## src/rtl/sfd_pkg.sv

```systemverilog
package sfd_pkg;

  // framing symbols on the wire
  localparam logic [7:0] SYM_START = 8'hE1;
  localparam logic [7:0] SYM_END   = 8'hE2;
  localparam logic [7:0] SYM_ESC   = 8'hE3;
  localparam logic [7:0] ESC_START = 8'hE4;
  localparam logic [7:0] ESC_END   = 8'hE5;
  localparam logic [7:0] ESC_ESC   = 8'hE6;

  // trailer length: two address bytes and the checksum
  localparam logic [7:0] TAIL_LEN = 8'd3;

  // end-of-frame status codes
  localparam logic [2:0] ST_OK    = 3'd0;
  localparam logic [2:0] ST_SUM   = 3'd1;
  localparam logic [2:0] ST_ADDR  = 3'd2;
  localparam logic [2:0] ST_OVER  = 3'd3;
  localparam logic [2:0] ST_SHORT = 3'd4;

  // result kinds
  localparam logic RES_PAYLOAD = 1'b0;
  localparam logic RES_STATUS  = 1'b1;

  // configuration register indexes
  localparam logic [1:0] CFG_FRAME_LIMIT = 2'd0;
  localparam logic [1:0] CFG_FIRST_ADDR  = 2'd1;
  localparam logic [1:0] CFG_SECOND_ADDR = 2'd2;

  // token kinds passed from the deframer to the checker
  typedef enum logic [1:0] {
    TOK_START,
    TOK_DATA,
    TOK_END
  } tok_kind_e;

  typedef struct packed {
    tok_kind_e  kind;
    logic [7:0] data;       // decoded byte
    logic [7:0] wsum;       // sum of the element's wire bytes
    logic       emit;       // oldest tail byte leaves as payload
    logic       over;       // frame limit reached on this byte
    logic       too_short;  // end seen with fewer than three bytes
  } sfd_tok_t;

endpackage

```

## src/rtl/sfd_front.sv

```systemverilog
module sfd_front import sfd_pkg::*; (
  input  logic       clk_i,
  input  logic       rst_ni,
  input  logic       valid_i,
  output logic       ready_o,
  input  logic [7:0] byte_i,
  input  logic [7:0] frame_limit_i,
  input  logic       full_i,
  output logic       push_o,
  output sfd_tok_t   tok_o
);

  localparam logic [1:0] PH_IDLE  = 2'd0;
  localparam logic [1:0] PH_FRAME = 2'd1;
  localparam logic [1:0] PH_ESC   = 2'd2;

  logic [1:0] phase_q, phase_d;
  logic [7:0] count_q, count_d;
  logic [7:0] count_inc;
  logic       accept;
  logic       take;
  logic       push;
  logic [7:0] dec_byte;
  logic [7:0] dec_wsum;
  sfd_tok_t   tok;

  assign ready_o   = !full_i;
  assign accept    = valid_i && !full_i;
  assign count_inc = count_q + 8'd1;

  // escape decoding and token classification
  always_comb begin
    phase_d  = phase_q;
    count_d  = count_q;
    take     = 1'b0;
    push     = 1'b0;
    dec_byte = byte_i;
    dec_wsum = byte_i;
    tok      = '{kind: TOK_START, data: byte_i, wsum: byte_i,
                 emit: 1'b0, over: 1'b0, too_short: 1'b0};
    case (phase_q)
      PH_FRAME: begin
        if (byte_i == SYM_START) begin
          count_d  = '0;
          push     = 1'b1;
          tok.kind = TOK_START;
        end else if (byte_i == SYM_END) begin
          phase_d       = PH_IDLE;
          push          = 1'b1;
          tok.kind      = TOK_END;
          tok.too_short = count_q < TAIL_LEN;
        end else if (byte_i == SYM_ESC) begin
          phase_d = PH_ESC;
        end else begin
          take = 1'b1;
        end
      end
      PH_ESC: begin
        dec_wsum = SYM_ESC + byte_i;
        if (byte_i == ESC_START) begin
          dec_byte = SYM_START;
          take     = 1'b1;
        end else if (byte_i == ESC_END) begin
          dec_byte = SYM_END;
          take     = 1'b1;
        end else if (byte_i == ESC_ESC) begin
          dec_byte = SYM_ESC;
          take     = 1'b1;
        end else begin
          // bad escape drops the frame
          phase_d = PH_IDLE;
        end
      end
      default: begin
        phase_d = PH_IDLE;
        if (byte_i == SYM_START) begin
          phase_d  = PH_FRAME;
          count_d  = '0;
          push     = 1'b1;
          tok.kind = TOK_START;
        end
      end
    endcase

    // one decoded byte joins the frame
    if (take) begin
      push     = 1'b1;
      count_d  = count_inc;
      tok.kind = TOK_DATA;
      tok.data = dec_byte;
      tok.wsum = dec_wsum;
      tok.emit = count_q >= TAIL_LEN;
      tok.over = count_inc >= frame_limit_i;
      phase_d  = tok.over ? PH_IDLE : PH_FRAME;
    end
  end

  assign push_o = accept && push;
  assign tok_o  = tok;

  // phase and decoded count
  always_ff @(posedge clk_i or negedge rst_ni) begin
    if (!rst_ni) begin
      phase_q <= PH_IDLE;
      count_q <= '0;
    end else if (accept) begin
      phase_q <= phase_d;
      count_q <= count_d;
    end
  end

endmodule

```

## src/rtl/sfd_queue.sv

```systemverilog
module sfd_queue import sfd_pkg::*; #(
  parameter int unsigned DEPTH = 2  // 2 to 32 entries
) (
  input  logic     clk_i,
  input  logic     rst_ni,
  input  logic     push_i,
  input  sfd_tok_t push_tok_i,
  output logic     full_o,
  input  logic     pop_i,
  output logic     valid_o,
  output sfd_tok_t tok_o
);

  localparam int unsigned PW = (DEPTH > 1) ? $clog2(DEPTH) : 1;
  localparam int unsigned CW = $clog2(DEPTH + 1);

  sfd_tok_t        mem_q [DEPTH];
  logic [PW-1:0]   wr_ptr_q, wr_ptr_d;
  logic [PW-1:0]   rd_ptr_q, rd_ptr_d;
  logic [CW-1:0]   cnt_q, cnt_d;

  assign full_o  = cnt_q == CW'(DEPTH);
  assign valid_o = cnt_q != '0;
  assign tok_o   = mem_q[rd_ptr_q];

  // pointer wrap and fill count
  always_comb begin
    wr_ptr_d = wr_ptr_q;
    rd_ptr_d = rd_ptr_q;
    if (push_i) begin
      wr_ptr_d = (wr_ptr_q == PW'(DEPTH - 1)) ? '0 : wr_ptr_q + 1'b1;
    end
    if (pop_i) begin
      rd_ptr_d = (rd_ptr_q == PW'(DEPTH - 1)) ? '0 : rd_ptr_q + 1'b1;
    end
    case ({push_i, pop_i})
      2'b10:   cnt_d = cnt_q + 1'b1;
      2'b01:   cnt_d = cnt_q - 1'b1;
      default: cnt_d = cnt_q;
    endcase
  end

  always_ff @(posedge clk_i or negedge rst_ni) begin
    if (!rst_ni) begin
      wr_ptr_q <= '0;
      rd_ptr_q <= '0;
      cnt_q    <= '0;
    end else begin
      wr_ptr_q <= wr_ptr_d;
      rd_ptr_q <= rd_ptr_d;
      cnt_q    <= cnt_d;
    end
  end

  // token storage
  always_ff @(posedge clk_i) begin
    if (push_i) begin
      mem_q[wr_ptr_q] <= push_tok_i;
    end
  end

  a_no_push_full: assert property (@(posedge clk_i) disable iff (!rst_ni)
    full_o |-> !push_i)
    else $error("token pushed into full queue");

  a_no_pop_empty: assert property (@(posedge clk_i) disable iff (!rst_ni)
    pop_i |-> valid_o)
    else $error("token popped from empty queue");

endmodule

```

## src/rtl/sfd_back.sv

```systemverilog
module sfd_back import sfd_pkg::*; (
  input  logic       clk_i,
  input  logic       rst_ni,
  input  logic       tok_valid_i,
  input  sfd_tok_t   tok_i,
  output logic       pop_o,
  input  logic [7:0] first_address_i,
  input  logic [7:0] second_address_i,
  output logic       res_valid_o,
  input  logic       res_ready_i,
  output logic       result_kind_o,
  output logic [7:0] payload_byte_o,
  output logic [2:0] frame_status_o
);

  logic [7:0] wire_sum_q, wire_sum_d;
  logic [7:0] last_sum_q, last_sum_d;
  logic [7:0] tail_q [3];
  logic       out_valid_q, out_valid_d;
  logic       kind_q, kind_d;
  logic [7:0] byte_q, byte_d;
  logic [2:0] status_q, status_d;
  logic       has_res;
  logic       pop;

  assign pop   = tok_valid_i && (!out_valid_q || res_ready_i);
  assign pop_o = pop;

  // sums and result for the token at the queue head
  always_comb begin
    wire_sum_d = wire_sum_q;
    last_sum_d = last_sum_q;
    has_res    = 1'b0;
    kind_d     = RES_PAYLOAD;
    byte_d     = '0;
    status_d   = ST_OK;
    case (tok_i.kind)
      TOK_START: begin
        wire_sum_d = '0;
        last_sum_d = '0;
      end
      TOK_DATA: begin
        wire_sum_d = wire_sum_q + tok_i.wsum;
        last_sum_d = tok_i.wsum;
        if (tok_i.over) begin
          has_res  = 1'b1;
          kind_d   = RES_STATUS;
          status_d = ST_OVER;
        end else if (tok_i.emit) begin
          has_res = 1'b1;
          byte_d  = tail_q[0];
        end
      end
      TOK_END: begin
        has_res = 1'b1;
        kind_d  = RES_STATUS;
        if (tok_i.too_short) begin
          status_d = ST_SHORT;
        end else if (8'(wire_sum_q - last_sum_q) != tail_q[2]) begin
          status_d = ST_SUM;
        end else if (tail_q[0] != first_address_i
                     || tail_q[1] != second_address_i) begin
          status_d = ST_ADDR;
        end else begin
          status_d = ST_OK;
        end
      end
      default: begin
        has_res = 1'b0;
      end
    endcase
  end

  // output register handshake
  always_comb begin
    out_valid_d = out_valid_q;
    if (pop) begin
      out_valid_d = has_res;
    end else if (res_ready_i) begin
      out_valid_d = 1'b0;
    end
  end

  always_ff @(posedge clk_i or negedge rst_ni) begin
    if (!rst_ni) begin
      out_valid_q <= 1'b0;
      wire_sum_q  <= '0;
      last_sum_q  <= '0;
    end else begin
      out_valid_q <= out_valid_d;
      if (pop) begin
        wire_sum_q <= wire_sum_d;
        last_sum_q <= last_sum_d;
      end
    end
  end

  // trailer delay and result word
  always_ff @(posedge clk_i) begin
    if (pop && tok_i.kind == TOK_DATA) begin
      tail_q[0] <= tail_q[1];
      tail_q[1] <= tail_q[2];
      tail_q[2] <= tok_i.data;
    end
    if (pop && has_res) begin
      kind_q   <= kind_d;
      byte_q   <= byte_d;
      status_q <= status_d;
    end
  end

  assign res_valid_o    = out_valid_q;
  assign result_kind_o  = kind_q;
  assign payload_byte_o = byte_q;
  assign frame_status_o = status_q;

  a_end_gives_status: assert property (@(posedge clk_i) disable iff (!rst_ni)
    (pop && tok_i.kind == TOK_END) |=> (res_valid_o && result_kind_o == RES_STATUS))
    else $error("end token did not produce a status word");

  a_status_clean: assert property (@(posedge clk_i) disable iff (!rst_ni)
    (res_valid_o && result_kind_o == RES_STATUS) |-> payload_byte_o == 8'd0)
    else $error("status word carries payload bits");

endmodule

```

## src/rtl/stuffed_frame_decoder.sv

```systemverilog
// path: the token for a received byte is registered in the token queue, then its result word in the output register
// throughput: one received byte per cycle, sustained while results are taken each cycle
// the token queue between deframer and checker, QUEUE_DEPTH deep, absorbs output stalls
// reset: asynchronous, active low; idle, counts and sums zero, queue and output empty
// reset registers: frame_limit 127, first_address 1, second_address 2
module stuffed_frame_decoder import sfd_pkg::*; #(
  parameter int unsigned QUEUE_DEPTH = 2
) (
  input  logic       clk_i,
  input  logic       rst_ni,
  input  logic       cfg_we_i,
  input  logic [1:0] cfg_index_i,
  input  logic [7:0] cfg_data_i,
  input  logic       rx_valid_i,
  output logic       rx_ready_o,
  input  logic [7:0] rx_byte_i,
  output logic       res_valid_o,
  input  logic       res_ready_i,
  output logic       result_kind_o,
  output logic [7:0] payload_byte_o,
  output logic [2:0] frame_status_o
);

  logic [7:0] frame_limit_q;
  logic [7:0] first_address_q;
  logic [7:0] second_address_q;
  logic       push;
  logic       full;
  logic       pop;
  logic       tok_valid;
  sfd_tok_t   push_tok;
  sfd_tok_t   head_tok;

  // configuration registers
  always_ff @(posedge clk_i or negedge rst_ni) begin
    if (!rst_ni) begin
      frame_limit_q    <= 8'd127;
      first_address_q  <= 8'd1;
      second_address_q <= 8'd2;
    end else if (cfg_we_i) begin
      case (cfg_index_i)
        CFG_FRAME_LIMIT: frame_limit_q    <= cfg_data_i;
        CFG_FIRST_ADDR:  first_address_q  <= cfg_data_i;
        CFG_SECOND_ADDR: second_address_q <= cfg_data_i;
        default: ;
      endcase
    end
  end

  // deframer
  sfd_front u_front (
    .clk_i         (clk_i),
    .rst_ni        (rst_ni),
    .valid_i       (rx_valid_i),
    .ready_o       (rx_ready_o),
    .byte_i        (rx_byte_i),
    .frame_limit_i (frame_limit_q),
    .full_i        (full),
    .push_o        (push),
    .tok_o         (push_tok)
  );

  // token queue
  sfd_queue #(
    .DEPTH (QUEUE_DEPTH)
  ) u_queue (
    .clk_i      (clk_i),
    .rst_ni     (rst_ni),
    .push_i     (push),
    .push_tok_i (push_tok),
    .full_o     (full),
    .pop_i      (pop),
    .valid_o    (tok_valid),
    .tok_o      (head_tok)
  );

  // checksum and address checker
  sfd_back u_back (
    .clk_i            (clk_i),
    .rst_ni           (rst_ni),
    .tok_valid_i      (tok_valid),
    .tok_i            (head_tok),
    .pop_o            (pop),
    .first_address_i  (first_address_q),
    .second_address_i (second_address_q),
    .res_valid_o      (res_valid_o),
    .res_ready_i      (res_ready_i),
    .result_kind_o    (result_kind_o),
    .payload_byte_o   (payload_byte_o),
    .frame_status_o   (frame_status_o)
  );

endmodule
```

## config.mk

```make
export PLATFORM = sky130hd
export DESIGN_NAME = stuffed_frame_decoder
export DESIGN_NICKNAME = d
export VERILOG_FILES = /design/src/rtl/sfd_pkg.sv /design/src/rtl/sfd_front.sv /design/src/rtl/sfd_queue.sv /design/src/rtl/sfd_back.sv /design/src/rtl/stuffed_frame_decoder.sv
export SDC_FILE = /design/constraint.sdc
export NUM_CORES = 1
export LEC_CHECK = 0
export BUFFER_PORTS_ARGS = -buffer_cell sky130_fd_sc_hd__buf_2
export CAP_MARGIN = 15
export CELL_PAD_IN_SITES_DETAIL_PLACEMENT = 2
export CELL_PAD_IN_SITES_GLOBAL_PLACEMENT = 2
export CORE_MARGIN = 8
export CORE_UTILIZATION = 36
export CTS_CLUSTER_DIAMETER = 200
export CTS_CLUSTER_SIZE = 28
export DETAILED_ROUTE_END_ITERATION = 7
export PLACE_DENSITY_LB_ADDON = 0.1
export SETUP_SLACK_MARGIN = 0.15
export SLEW_MARGIN = 30
export SYNTH_ARGS = -nofsm -noshare
export SYNTH_HDL_FRONTEND = slang
export SYNTH_SLANG_ARGS = --single-unit
```

## constraint.sdc

```tcl
create_clock -name clk_i -period 9.7 [get_ports clk_i]
set_clock_uncertainty 0.05 [all_clocks]
set_input_delay 0.97 -clock clk_i [delete_from_list [all_inputs] [get_ports clk_i]]
set_output_delay 0.97 -clock clk_i [all_outputs]
set_load 0.005 [all_outputs]
```

==> flow_metrics.py, run 1 <==
metrics = {
    "logic_synthesis": {
        "yosysTopAreaCell": "edfxtp_1",
        "synth_edf_count": 78,
        "seq_area_frac_synth_pct": 57.32,
        "yosys_warnings": 0,
        "ys_ff_latch": 133,
        "netlist.area_leader.share_pct": 35.99,
        "synth.distinct_cells": 54,
        "synth_nets": 598,
        "netlist_area_mm2": 0.006507,
        "synthCells": 540,
        "synth_area_per_cell_um2": 12.05,
        "ys.flop_type": "edfxtp_1",
        "yosys-top-cells-area": "edfxtp_1 36%, dfrtp_1 18%, ha_1 6.3%",
        "synthArstFlopShare_pct": 41.35,
    },
    "global_route": {
        "gr-usage-all-layers_pct": 14.97,
        "busiest_layer": "met2",
        "met2_usage_pct": 24.66,
        "gr-usage-met1_pct": 18.90,
        "grtUsageMet3_pct": 3.607,
        "grt_max_degree": 56,
        "grt-ovfl-total": 0,
        "antenna_found_initial": 0,
        "grt_pass1_wl_mm": 25.88,
        "grt_pass1_vias": 4734,
    },
    "setup_path": {
        "crit_family": "simple AND/OR/NAND/NOR gates",
        "startpoint": "rx_byte_i[0]",
        "critPathBufInv": 4,
        "critPathRequiredTime_ns": 9.74,
        "max_stage_delay_ns": 0.52,
        "reg2reg_from": "u_queue.rd_ptr_q",
        "slowest_stage": "or4_4",
        "cp.arrival_ns": 3.37,
        "start_kind": "input pin",
        "end_kind": "flop",
        "crit_fanout": 21,
        "crit_type": "in -> reg",
        "crit_chain": "buf_2, inv_1, ha_1, nor3_1, or4_4, a311o_1, inv_1, nor2_1, nor2_1, buf_4",
    },
    "finish": {
        "final_cell_mix": "78 x edfxtp_1, 53 x nand2_1, 45 x dfrtp_1",
        "finalInstanceArea_mm2": 0.007540,
        "drive_gt1_share_pct": 20.57,
        "diodes": 0,
        "final_nets": 643,
        "area_growth_pct": 15.86,
        "nFillCells": 1831,
        "layout_commonest_cell": "edfxtp_1",
    },
    "floorplan": {
        "ioPinCount": 37,
        "die_h_um": 150.5,
        "coreArea_mm2": 0.01784,
        "num_rows": 49,
        "start_util_pct": 36.48,
        "die_w_um": 150.5,
        "die_area_mm2": 0.02264,
    },
    "clock_network": {
        "cts_buffer_depth": 2,
        "clock_sinks": 133,
        "clk_pin_slew_worst_paths_ns": 0.06,
        "cts_hold_buf": 0,
        "cts_resized": 0,
        "cts_setup_buffers": 0,
        "worstSkewPairLatency_ns": 0.42,
        "cts_max_level": 4,
        "cts-root-buf": "clkbuf_16",
        "cts_tree": "yes",
        "cts_buffers": 17,
    },
    "sta": {
        "fmax_mhz": 300.8,
        "finalSetupViolCount": 0,
        "finalCritPeriodShare_pct": 34.28,
        "worst_pin_slew_ns": 0.8416,
        "finalCriticalPeriod_ns": 3.325,
        "drv_slew": 0,
        "slew_headroom_pct": 43.76,
        "hold_violations": 0,
        "rsz0062_at_grt": "false",
        "tns_ns": 0,
        "setup_slack_ns": 6.375,
    },
    "place": {
        "io_buffers": 36,
        "dpl_cell_area_mm2": 0.006954,
        "gpl.final_weighted_congestion": 0.8016,
        "hpwl_mm": 11.94,
        "dp_slack_ns": 5.925,
    },
    "routing": {
        "via_count": 4206,
        "via_per_inst": 5.086,
        "avgRoutedWirePerCell_um": 19.18,
        "ant_nets": 0,
        "drc": 0,
        "drt_iter0_drc": 185,
        "dr.pass1.iters": 4,
        "wl_mm": 15.86,
    },
    "min_path": {
        "hold_path.class": "reg -> reg",
        "hold_path_startpoint": "u_back.tail_q[0][15]",
    },
    "power_and_ir_drop": {
        "finalPower_mw": 1.988,
        "pwr-share-clk_pct": 31.4,
        "seqPwrFrac_pct": 41.1,
        "p_switching_mw": 0.6380,
        "p_per_area_mw_per_mm2": 263.7,
        "ir_worst_vdd_mv": 0.1291,
        "switching_share_pct": 32.09,
        "combPwrFrac_pct": 27.5,
        "p_int_mw": 1.350,
        "power.leakage_nw": 3.062,
    },
    "run_status": {
        "status": "finished, final reports clean",
    },
    "job": {
        "max-cap-violations": 0,
    },
}
==> final timing paths <==
path	end	slack [ns]	cells after the start
setup reg to reg	u_back.wire_sum_q[7]	6.65	8
hold / removal	u_back.tail_q[0][7]	0.43	0
max in group asynchronous	u_queue.rd_ptr_q	8.41	2
hold reg to reg	u_back.tail_q[0][7]	0.43	0
min in group asynchronous	first_address_q[2]	0.63	2
setup / recovery	u_queue.mem_q[0][6]	6.38	10
==> power groups by stage <==
stage	clock (mW)	sequential [mW]	combinational (mW)
floorplan	0	0.783	0.412
global placement	0	0.826	0.524
detailed placement	0	0.832	0.550
CTS	0.642	0.821	0.561
global route	0.660	0.833	0.616
finish	0.624	0.817	0.547
==> routing by layer <==
layer | up-vias | wire [um]
met3 | 18 | 413
met1 | 2113 | 7377
li1 | 2017 | -
met5 | - | 0
met2 | 58 | 7803
met4 | 0 | 265
==> kinds of logic after synthesis <==
family	synth area share, %
xor gates and xnor gates	6.595
DFF	57.32
and+or+nand+nor	10.92
AOI/OAI and AO/OA	8.864
muxes	6.672
buffers and inverters	2.672
adders and majority gates	6.960
==> flip-flops by register name, summed over array words and instances (netlist names) <==
| name | flops |
|---|---|
| u_front.count_q | 8 |
| u_back.tail_q | 24 |
| u_back.last_sum_q | 8 |
| u_front.phase_q | 2 |
| u_queue.mem_q | 42 |
| u_queue.rd_ptr_q | 1 |
| u_back.result_kind_o | 1 |
| second_address_q | 8 |
| u_back.res_valid_o | 1 |
| u_back.payload_byte_o | 8 |
| first_address_q | 8 |
| u_back.frame_status_o | 3 |
| u_queue.wr_ptr_q | 1 |
| u_back.wire_sum_q | 8 |
| frame_limit_q | 8 |
| u_queue.cnt_q | 2 |
==> synthesized netlist by cell type (all sizes together), types with 9 or more instances <==
library cell / instances
edfxtp: 78
o21ai: 31
xnor2: 17
ha: 33
mux2: 35
nand2: 54
clkbuf: 12
nor3: 14
dfstp: 9
a21oi: 20
and2: 10
dfrtp: 46
xor2: 32
inv: 31
nor2: 28
==> layout make-up <==
type	instances	area (um2)	share of cell area (%)
Timing Repair Buffer	41	217.7	2.887
Clock buffer	19	464.2	6.157
Multi-Input combinational cell	361	2605	34.55
Sequential cell	133	3731	49.49
Tap cell	229	286.5	3.800
Clock inverter	13	118.9	1.577
Inverter	31	116.4	1.543
==> worst reg2reg max path: stages (launching register included) <==
cell and delay, ns:
dfrtp_2 0.71, mux2_2 0.45, ha_1 0.29, a21oi_1 0.22
o211ai_1 0.21, o41ai_1 0.53, xor2_1 0.17, a21oi_1 0.19
o22ai_1 0.11
==> per-stage QoR <==
stage | hold slack [ns] | cells | util (%)
global placement | 0.4146 | 795 | 38.98
finish | 0.4283 | 827 | 42.26
CTS | 0.4318 | 827 | 42.25
detailed placement | 0.4209 | 795 | 38.98
floorplan | 0.3918 | 540 | -
global route | 0.4411 | 827 | 42.26
Note: power is estimated with default switching activity, not from simulation.
==> run 2: changes to the inputs <==
--- a/config.mk
+++ b/config.mk
@@ -5,6 +5,7 @@
 export SDC_FILE = /design/constraint.sdc
 export NUM_CORES = 1
 export LEC_CHECK = 0
+export ABC_AREA = 1
 export BUFFER_PORTS_ARGS = -buffer_cell sky130_fd_sc_hd__buf_2
 export CAP_MARGIN = 15
 export CELL_PAD_IN_SITES_DETAIL_PLACEMENT = 2
==> constraint.sdc (replaced) <==
create_clock -name clk_i -period 3.1 [get_ports clk_i]
set_clock_uncertainty 0.05 [all_clocks]
set_input_delay 0.31 -clock clk_i [delete_from_list [all_inputs] [get_ports clk_i]]
set_output_delay 0.31 -clock clk_i [all_outputs]
set_load 0.005 [all_outputs]
==> run 2 against run 1 <==
Combinational power increased to 5.0 times the previous value. Core utilization down 0.22 points. Global-route usage rose by 1.5 points. First-iteration DRC count shrank 11%. Final cell count up 30%. Via count increased by 24%. Routed wire length increased by 17%. Largest power group is now combinational logic.
==> flow_metrics.py, run 2 <==
metrics = {
    "run_status": {
        "status": "finished, final reports clean",
    },
    "sta": {
        "slew_headroom_pct": 39.82,
        "hold_violations": 0,
        "tns_ns": 0,
        "rsz0062_at_grt": "false",
        "finalCritPeriodShare_pct": 86.91,
        "worst_pin_slew_ns": 0.8994,
        "timing.hold.ws_ns": 0.07006,
        "finalCriticalPeriod_ns": 2.694,
        "fmax_mhz": 371.2,
        "drv_slew": 0,
        "finalSetupViolCount": 0,
    },
    "power_and_ir_drop": {
        "p_per_area_mw_per_mm2": 910.7,
        "ir_worst_vdd_mv": 0.4125,
        "power.leakage_nw": 3.707,
        "finalPower_mw": 7.353,
    },
    "global_route": {
        "antenna_found_initial": 0,
        "grt_max_degree": 25,
        "grt_pass1_wl_mm": 30.77,
        "gr-usage-all-layers_pct": 16.44,
        "grt-ovfl-total": 0,
        "grt_pass1_vias": 5847,
    },
    "setup_path": {
        "cp.arrival_ns": 2.94,
        "ff2ff_setup_slack_ns": 0.41,
        "crit_type": "reg -> reg",
        "slowest_stage": "ha_1",
        "end_kind": "flop",
        "critPathRequiredTime_ns": 3.35,
        "crit_fanout": 17,
        "crit_chain": "inv_1, ha_1, inv_1, nor2_1, nand2_4, nand2_8, inv_4, nand2_2, nand2_2, ha_1, a21oi_1, o21ai_0, xnor2_1",
        "start_kind": "flop",
        "max_stage_delay_ns": 0.41,
    },
    "logic_synthesis": {
        "yosysTopAreaCell": "edfxtp_1",
        "synthCells": 753,
        "synthArstFlopShare_pct": 41.35,
        "synth_edf_count": 78,
        "synth_nets": 811,
        "ys_ff_latch": 133,
        "yosys_warnings": 0,
        "netlist.area_leader.share_pct": 33.73,
        "netlist_area_mm2": 0.006944,
        "seq_area_frac_synth_pct": 53.71,
        "yosys.cell_count.top_type": "nand2_1",
        "ys.flop_type": "edfxtp_1",
        "synth.distinct_cells": 44,
        "synth_area_per_cell_um2": 9.222,
        "synth_common_cells": "186 x nand2_1, 107 x inv_1, 78 x edfxtp_1",
        "yosys-top-cells-area": "edfxtp_1 34%, dfrtp_1 17%, nand2_1 10%",
    },
    "clock_network": {
        "worstSkewPairLatency_ns": 0.42,
        "cts_resized": 0,
        "cts_max_level": 4,
        "cts_tree": "yes",
        "clk_pin_slew_worst_paths_ns": 0.06,
        "cts_buffer_depth": 2,
        "cts-root-buf": "clkbuf_16",
        "cts_setup_buffers": 0,
        "cts_buffers": 17,
        "clock_sinks": 133,
    },
    "finish": {
        "layout_commonest_cell": "nand2_1",
        "largestRegisters": "u_queue.mem_q: 42 flops, u_back.tail_q: 24 flops",
        "drive_gt1_share_pct": 13.79,
        "regMostFlops": "u_queue.mem_q",
        "area_growth_pct": 16.27,
        "diodes": 0,
        "final_cells": 1077,
        "final_nets": 857,
        "final_cell_mix": "186 x nand2_1, 107 x inv_1, 78 x edfxtp_1",
        "nFillCells": 2101,
        "largest_reg_flops": 42,
    },
    "routing": {
        "via_per_inst": 4.825,
        "drc": 0,
        "top_layer": "met4",
        "wl_mm": 18.60,
        "met1_length_mm": 8.425,
        "drt_iter0_drc": 165,
        "dr.pass1.iters": 4,
        "dr_wl_met2_mm": 9.574,
        "ant_nets": 0,
        "via_count": 5197,
        "met3_length_um": 400,
        "avgRoutedWirePerCell_um": 17.27,
    },
    "floorplan": {
        "start_util_pct": 36.15,
        "die_h_um": 154.9,
        "coreArea_mm2": 0.01921,
        "ioPinCount": 37,
        "die_area_mm2": 0.02399,
        "die_w_um": 154.9,
        "num_rows": 51,
    },
    "place": {
        "dp.cells": 1044,
        "gpl.final_weighted_congestion": 0.8304,
        "io_buffers": 36,
        "hpwl_mm": 14.52,
    },
    "min_path": {
        "hold_path.class": "in -> reg",
    },
    "job": {
        "max-cap-violations": 0,
    },
}
## run 2: cell types whose count changed in the layout (fill, tap and decap cells not counted), sizes merged, moves of 8 or more
| cell | before | now |
|---|---|---|
| xor2 | 32 | 23 |
| nor3 | 14 | 6 |
| nor2 | 28 | 57 |
| and2 | 10 | 2 |
| nand3 | 8 | 41 |
| or2 | 1 | 11 |
| nand2 | 54 | 193 |
| xnor2 | 17 | 9 |
| o21ai | 31 | 64 |
| a22o | 8 | 0 |
| inv | 35 | 114 |
| mux2 | 35 | 0 |
## run 2: cell families (layout without fill, tap and decap cells)
family / count (synthesis) / after routing / synth area share, %
mux: 2 / 2 / 0.2883
fa+ha+maj: 35 / 35 / 6.523
buf+inv: 128 / 187 / 7.189
compound gates: 102 / 102 / 7.802
xor+xnor: 32 / 32 / 4.036
flops: 133 / 133 / 53.71
simple gates: 321 / 321 / 20.45
## run 2: final timing paths
check | cells after the start | to | startpoint
max | 13 | u_queue.cnt_q[1] | u_front.phase_q[0]
min | 2 | u_back.res_valid_o | res_ready_i
max reg2reg | 13 | u_queue.cnt_q[1] | u_front.phase_q[0]
min reg2reg | 0 | u_back.tail_q[0][15] | u_back.tail_q[0][23]
max in group asynchronous | 3 | first_address_q[0] | rst_ni
min in group asynchronous | 2 | u_front.count_q[7] | rst_ni
## run 2: stage by stage
step	setup slack (ns)	cell area, um2	utilization, %
3_3_place_gp	0.6267	7436	38.71
2_1_floorplan	0.1511	6947	-
3_5_place_dp	0.3887	7436	38.71
5_1_grt	0.2299	8074	42.04
4_1_cts	0.3622	8074	42.04
6_report	0.4058	8074	42.04
## run 2: power by group
| group | switching (mW) | leakage, nW | internal [mW] |
|---|---|---|---|
| sequential | 0.214 | 1.38 | 2.32 |
| combinational | 1.80 | 2.01 | 0.937 |
| clock | 0.764 | 0.316 | 1.32 |
| total | 2.77 | 3.71 | 4.58 |
## run 2: final cells by class
class | instances | area [um2] | share of cell area, %
clock inverter | 8 | 78.83 | 0.9763
inverter | 111 | 424.2 | 5.253
tap | 265 | 331.6 | 4.107
sequential | 133 | 3730 | 46.20
multi-input combinational | 492 | 2718 | 33.66
clock buffer | 24 | 549.3 | 6.803
timing repair buffer | 44 | 242.7 | 3.006
## run 2: critical path: cells and delay by family, from the launching register on
| family | cells | cell delay [ns] |
|---|---|---|
| buffers and inverters | 3 | 0.31 |
| xor gates and xnor gates | 1 | 0.14 |
| AOI/OAI and AO/OA | 2 | 0.24 |
| and+or+nand+nor | 5 | 0.68 |
| adders and majority gates | 2 | 0.75 |
| DFF | 1 | 0.40 |
## run 2: repair_timing
| item | CTS | global route |
|---|---|---|
| hold buffers | 1 | 0 |
| endpoints found under the hold margin | 15 | 0 |
| endpoints found under the setup margin | 0 | 0 |
## run 2: layer usage
metal | vias up | GRT usage, %
li1 | 2546 | -
met1 | 2580 | 19.49
met2 | 55 | 29.23
met3 | 16 | 3.551
met4 | 0 | 5.040
met5 | - | 0
==> run 3: changes to the inputs <==
--- a/config.mk
+++ b/config.mk
@@ -15,6 +15,7 @@
 export CTS_CLUSTER_DIAMETER = 200
 export CTS_CLUSTER_SIZE = 28
 export DETAILED_ROUTE_END_ITERATION = 7
+export GPL_TIMING_DRIVEN = 0
 export PLACE_DENSITY_LB_ADDON = 0.1
 export SETUP_SLACK_MARGIN = 0.15
 export SLEW_MARGIN = 30
==> run 3 against run 2 <==
Routed wire length is 3.6% higher. Combinational power is 5% higher. Flip-flop and latch count stayed put. Clock power is 7% lower. Via count is 0.54% higher. Final area is 0.42% higher. Setup slack worse by 0.070 ns. Sequential power hardly changed. Global-route usage is 0.32 points higher. Non-clock buffer count is 11 higher. Largest power group unchanged. Highest routed layer unchanged.
==> flow_metrics.py, run 3 (same netlist as run 2, synthesis figures left out) <==
metrics = {
    "floorplan": {
        "coreArea_mm2": 0.01921,
        "die_w_um": 154.9,
        "die_area_mm2": 0.02399,
        "num_rows": 51,
        "die_h_um": 154.9,
        "ioPinCount": 37,
        "start_util_pct": 36.15,
    },
    "setup_path": {
        "max_stage_delay_ns": 0.41,
        "end_kind": "flop",
        "slowest_stage": "fa_1",
        "crit_type": "reg -> reg",
        "crit_chain": "inv_1, clkbuf_4, or2_2, o21ai_1, inv_1, ha_1, fa_1, nand3_1, nand3_1, a21oi_1, o21bai_1, o21ai_0, nand2_1",
        "cp.arrival_ns": 3.02,
        "critPathBufInv": 3,
        "crit_family": "compound AO/OA/AOI/OAI gates",
        "critPathRequiredTime_ns": 3.36,
        "startpoint": "u_queue.rd_ptr_q",
        "reg2reg_from": "u_queue.rd_ptr_q",
        "crit_fanout": 10,
        "start_kind": "flop",
    },
    "sta": {
        "finalCriticalPeriod_ns": 2.764,
        "rsz0062_at_grt": "false",
        "finalSetupViolCount": 0,
        "drv_slew": 0,
        "hold_violations": 0,
        "finalCritPeriodShare_pct": 89.17,
        "fmax_mhz": 361.7,
        "worst_pin_slew_ns": 0.7666,
        "tns_ns": 0,
        "slew_headroom_pct": 48.89,
    },
    "clock_network": {
        "cts_buffer_depth": 2,
        "cts_tree": "yes",
        "clk_pin_slew_worst_paths_ns": 0.06,
        "worstSkewPairLatency_ns": 0.42,
        "clock_sinks": 133,
        "cts_max_level": 4,
        "cts-root-buf": "clkbuf_16",
        "cts_buffers": 17,
    },
    "place": {
        "gpl.final_weighted_congestion": 0.8027,
        "dpl_cell_area_mm2": 0.007468,
        "io_buffers": 35,
        "hpwl_mm": 14.72,
    },
    "global_route": {
        "antenna_found_initial": 0,
        "grt_max_degree": 56,
        "grt_pass1_vias": 6064,
        "grt_pass1_wl_mm": 31.53,
        "grt-ovfl-total": 0,
        "gr-usage-all-layers_pct": 16.77,
    },
    "routing": {
        "dr.pass1.iters": 4,
        "drt_iter0_drc": 131,
        "via_count": 5225,
        "via_per_inst": 4.798,
        "drc": 0,
        "ant_nets": 0,
        "avgRoutedWirePerCell_um": 17.69,
        "wl_mm": 19.27,
    },
    "finish": {
        "finalInstanceArea_mm2": 0.008108,
        "regMostFlops": "u_queue.mem_q",
        "nFillCells": 2069,
        "final_cell_mix": "186 x nand2_1, 104 x inv_1, 78 x edfxtp_1",
        "largest_reg_flops": 42,
        "largestRegisters": "u_queue.mem_q: 42 flops, u_back.tail_q: 24 flops",
        "area_growth_pct": 16.76,
        "final_nets": 869,
        "layout_commonest_cell": "nand2_1",
        "drive_gt1_share_pct": 14.44,
        "seq_area_mm2": 0.003731,
        "multi_input_area_mm2": 0.002736,
        "diodes": 0,
    },
    "min_path": {
        "hold_path_startpoint": "res_ready_i",
        "hold_path.class": "in -> reg",
    },
    "job": {
        "max-cap-violations": 0,
    },
    "power_and_ir_drop": {
        "ir_worst_vdd_mv": 0.4149,
        "p_per_area_mw_per_mm2": 907.6,
        "power.leakage_nw": 3.680,
    },
    "run_status": {
        "status": "finished, final reports clean",
    },
}
run 3: what timing repair did:
| item | 4_1_cts | 5_1_grt |
|---|---|---|
| hold buffers | 1 | 0 |
| setup endpoints to repair | 53 | 33 |
| endpoints found under the hold margin | 46 | 0 |
| gates resized for setup | 6 | 8 |
| cloned | 1 | 0 |
| setup buffers | 2 | 0 |
| pin swaps | 1 | 0 |
run 3: metrics by stage:
step                      power [mW]  hold WS [ns]  instances  utilization [%]  setup WS (ns)
after detailed placement       5.364        0.3968       1053            38.88        -0.6476
final                          7.359       0.08727       1089            42.21         0.3356
after CTS                      7.457       0.08958       1089            42.17         0.1587
after floorplan                4.392      -0.03559        753                -         0.1511
after global routing           7.914       0.08523       1089            42.21         0.1608
after global placement         5.125        0.4031       1053            38.81        -0.8380
run 3: power by group:
part / switching (mW) / leakage [nW] / internal (mW) / total, mW
Sequential: 0.227 / 1.38 / 2.32 / 2.54
Clock: 0.803 / 0.284 / 1.15 / 1.95
Combinational: 1.87 / 2.02 / 0.993 / 2.86
run 3: cell type report:
type	instances	share of cell area, %
Buffer	17	1.049
Clock buffer	20	6.034
Clock inverter	12	1.080
Inverter	111	5.324
Multi-Input combinational cell	493	33.75
Sequential cell	133	46.02
Tap cell	265	4.090
Timing Repair Buffer	38	2.654
run 3: layer usage:
metal	GRT usage, %	vias to the layer above	part of all wire [%]
li1	-	2564	-
met1	19.98	2607	44
met2	30.51	40	53
met3	2.857	14	1.5
met4	4.573	0	1.3
met5	0	-	0
run 3: final timing paths:
path / endpoint / depth (start not counted) / slack [ns]
setup / recovery: u_back.wire_sum_q[6] / 13 / 0.34
hold / removal: u_back.res_valid_o / 2 / 0.09
setup reg to reg: u_back.wire_sum_q[6] / 13 / 0.34
hold reg to reg: u_back.tail_q[0][6] / 0 / 0.43
max in group asynchronous: u_queue.rd_ptr_q / 2 / 1.99
min in group asynchronous: u_front.count_q[7] / 2 / 0.45
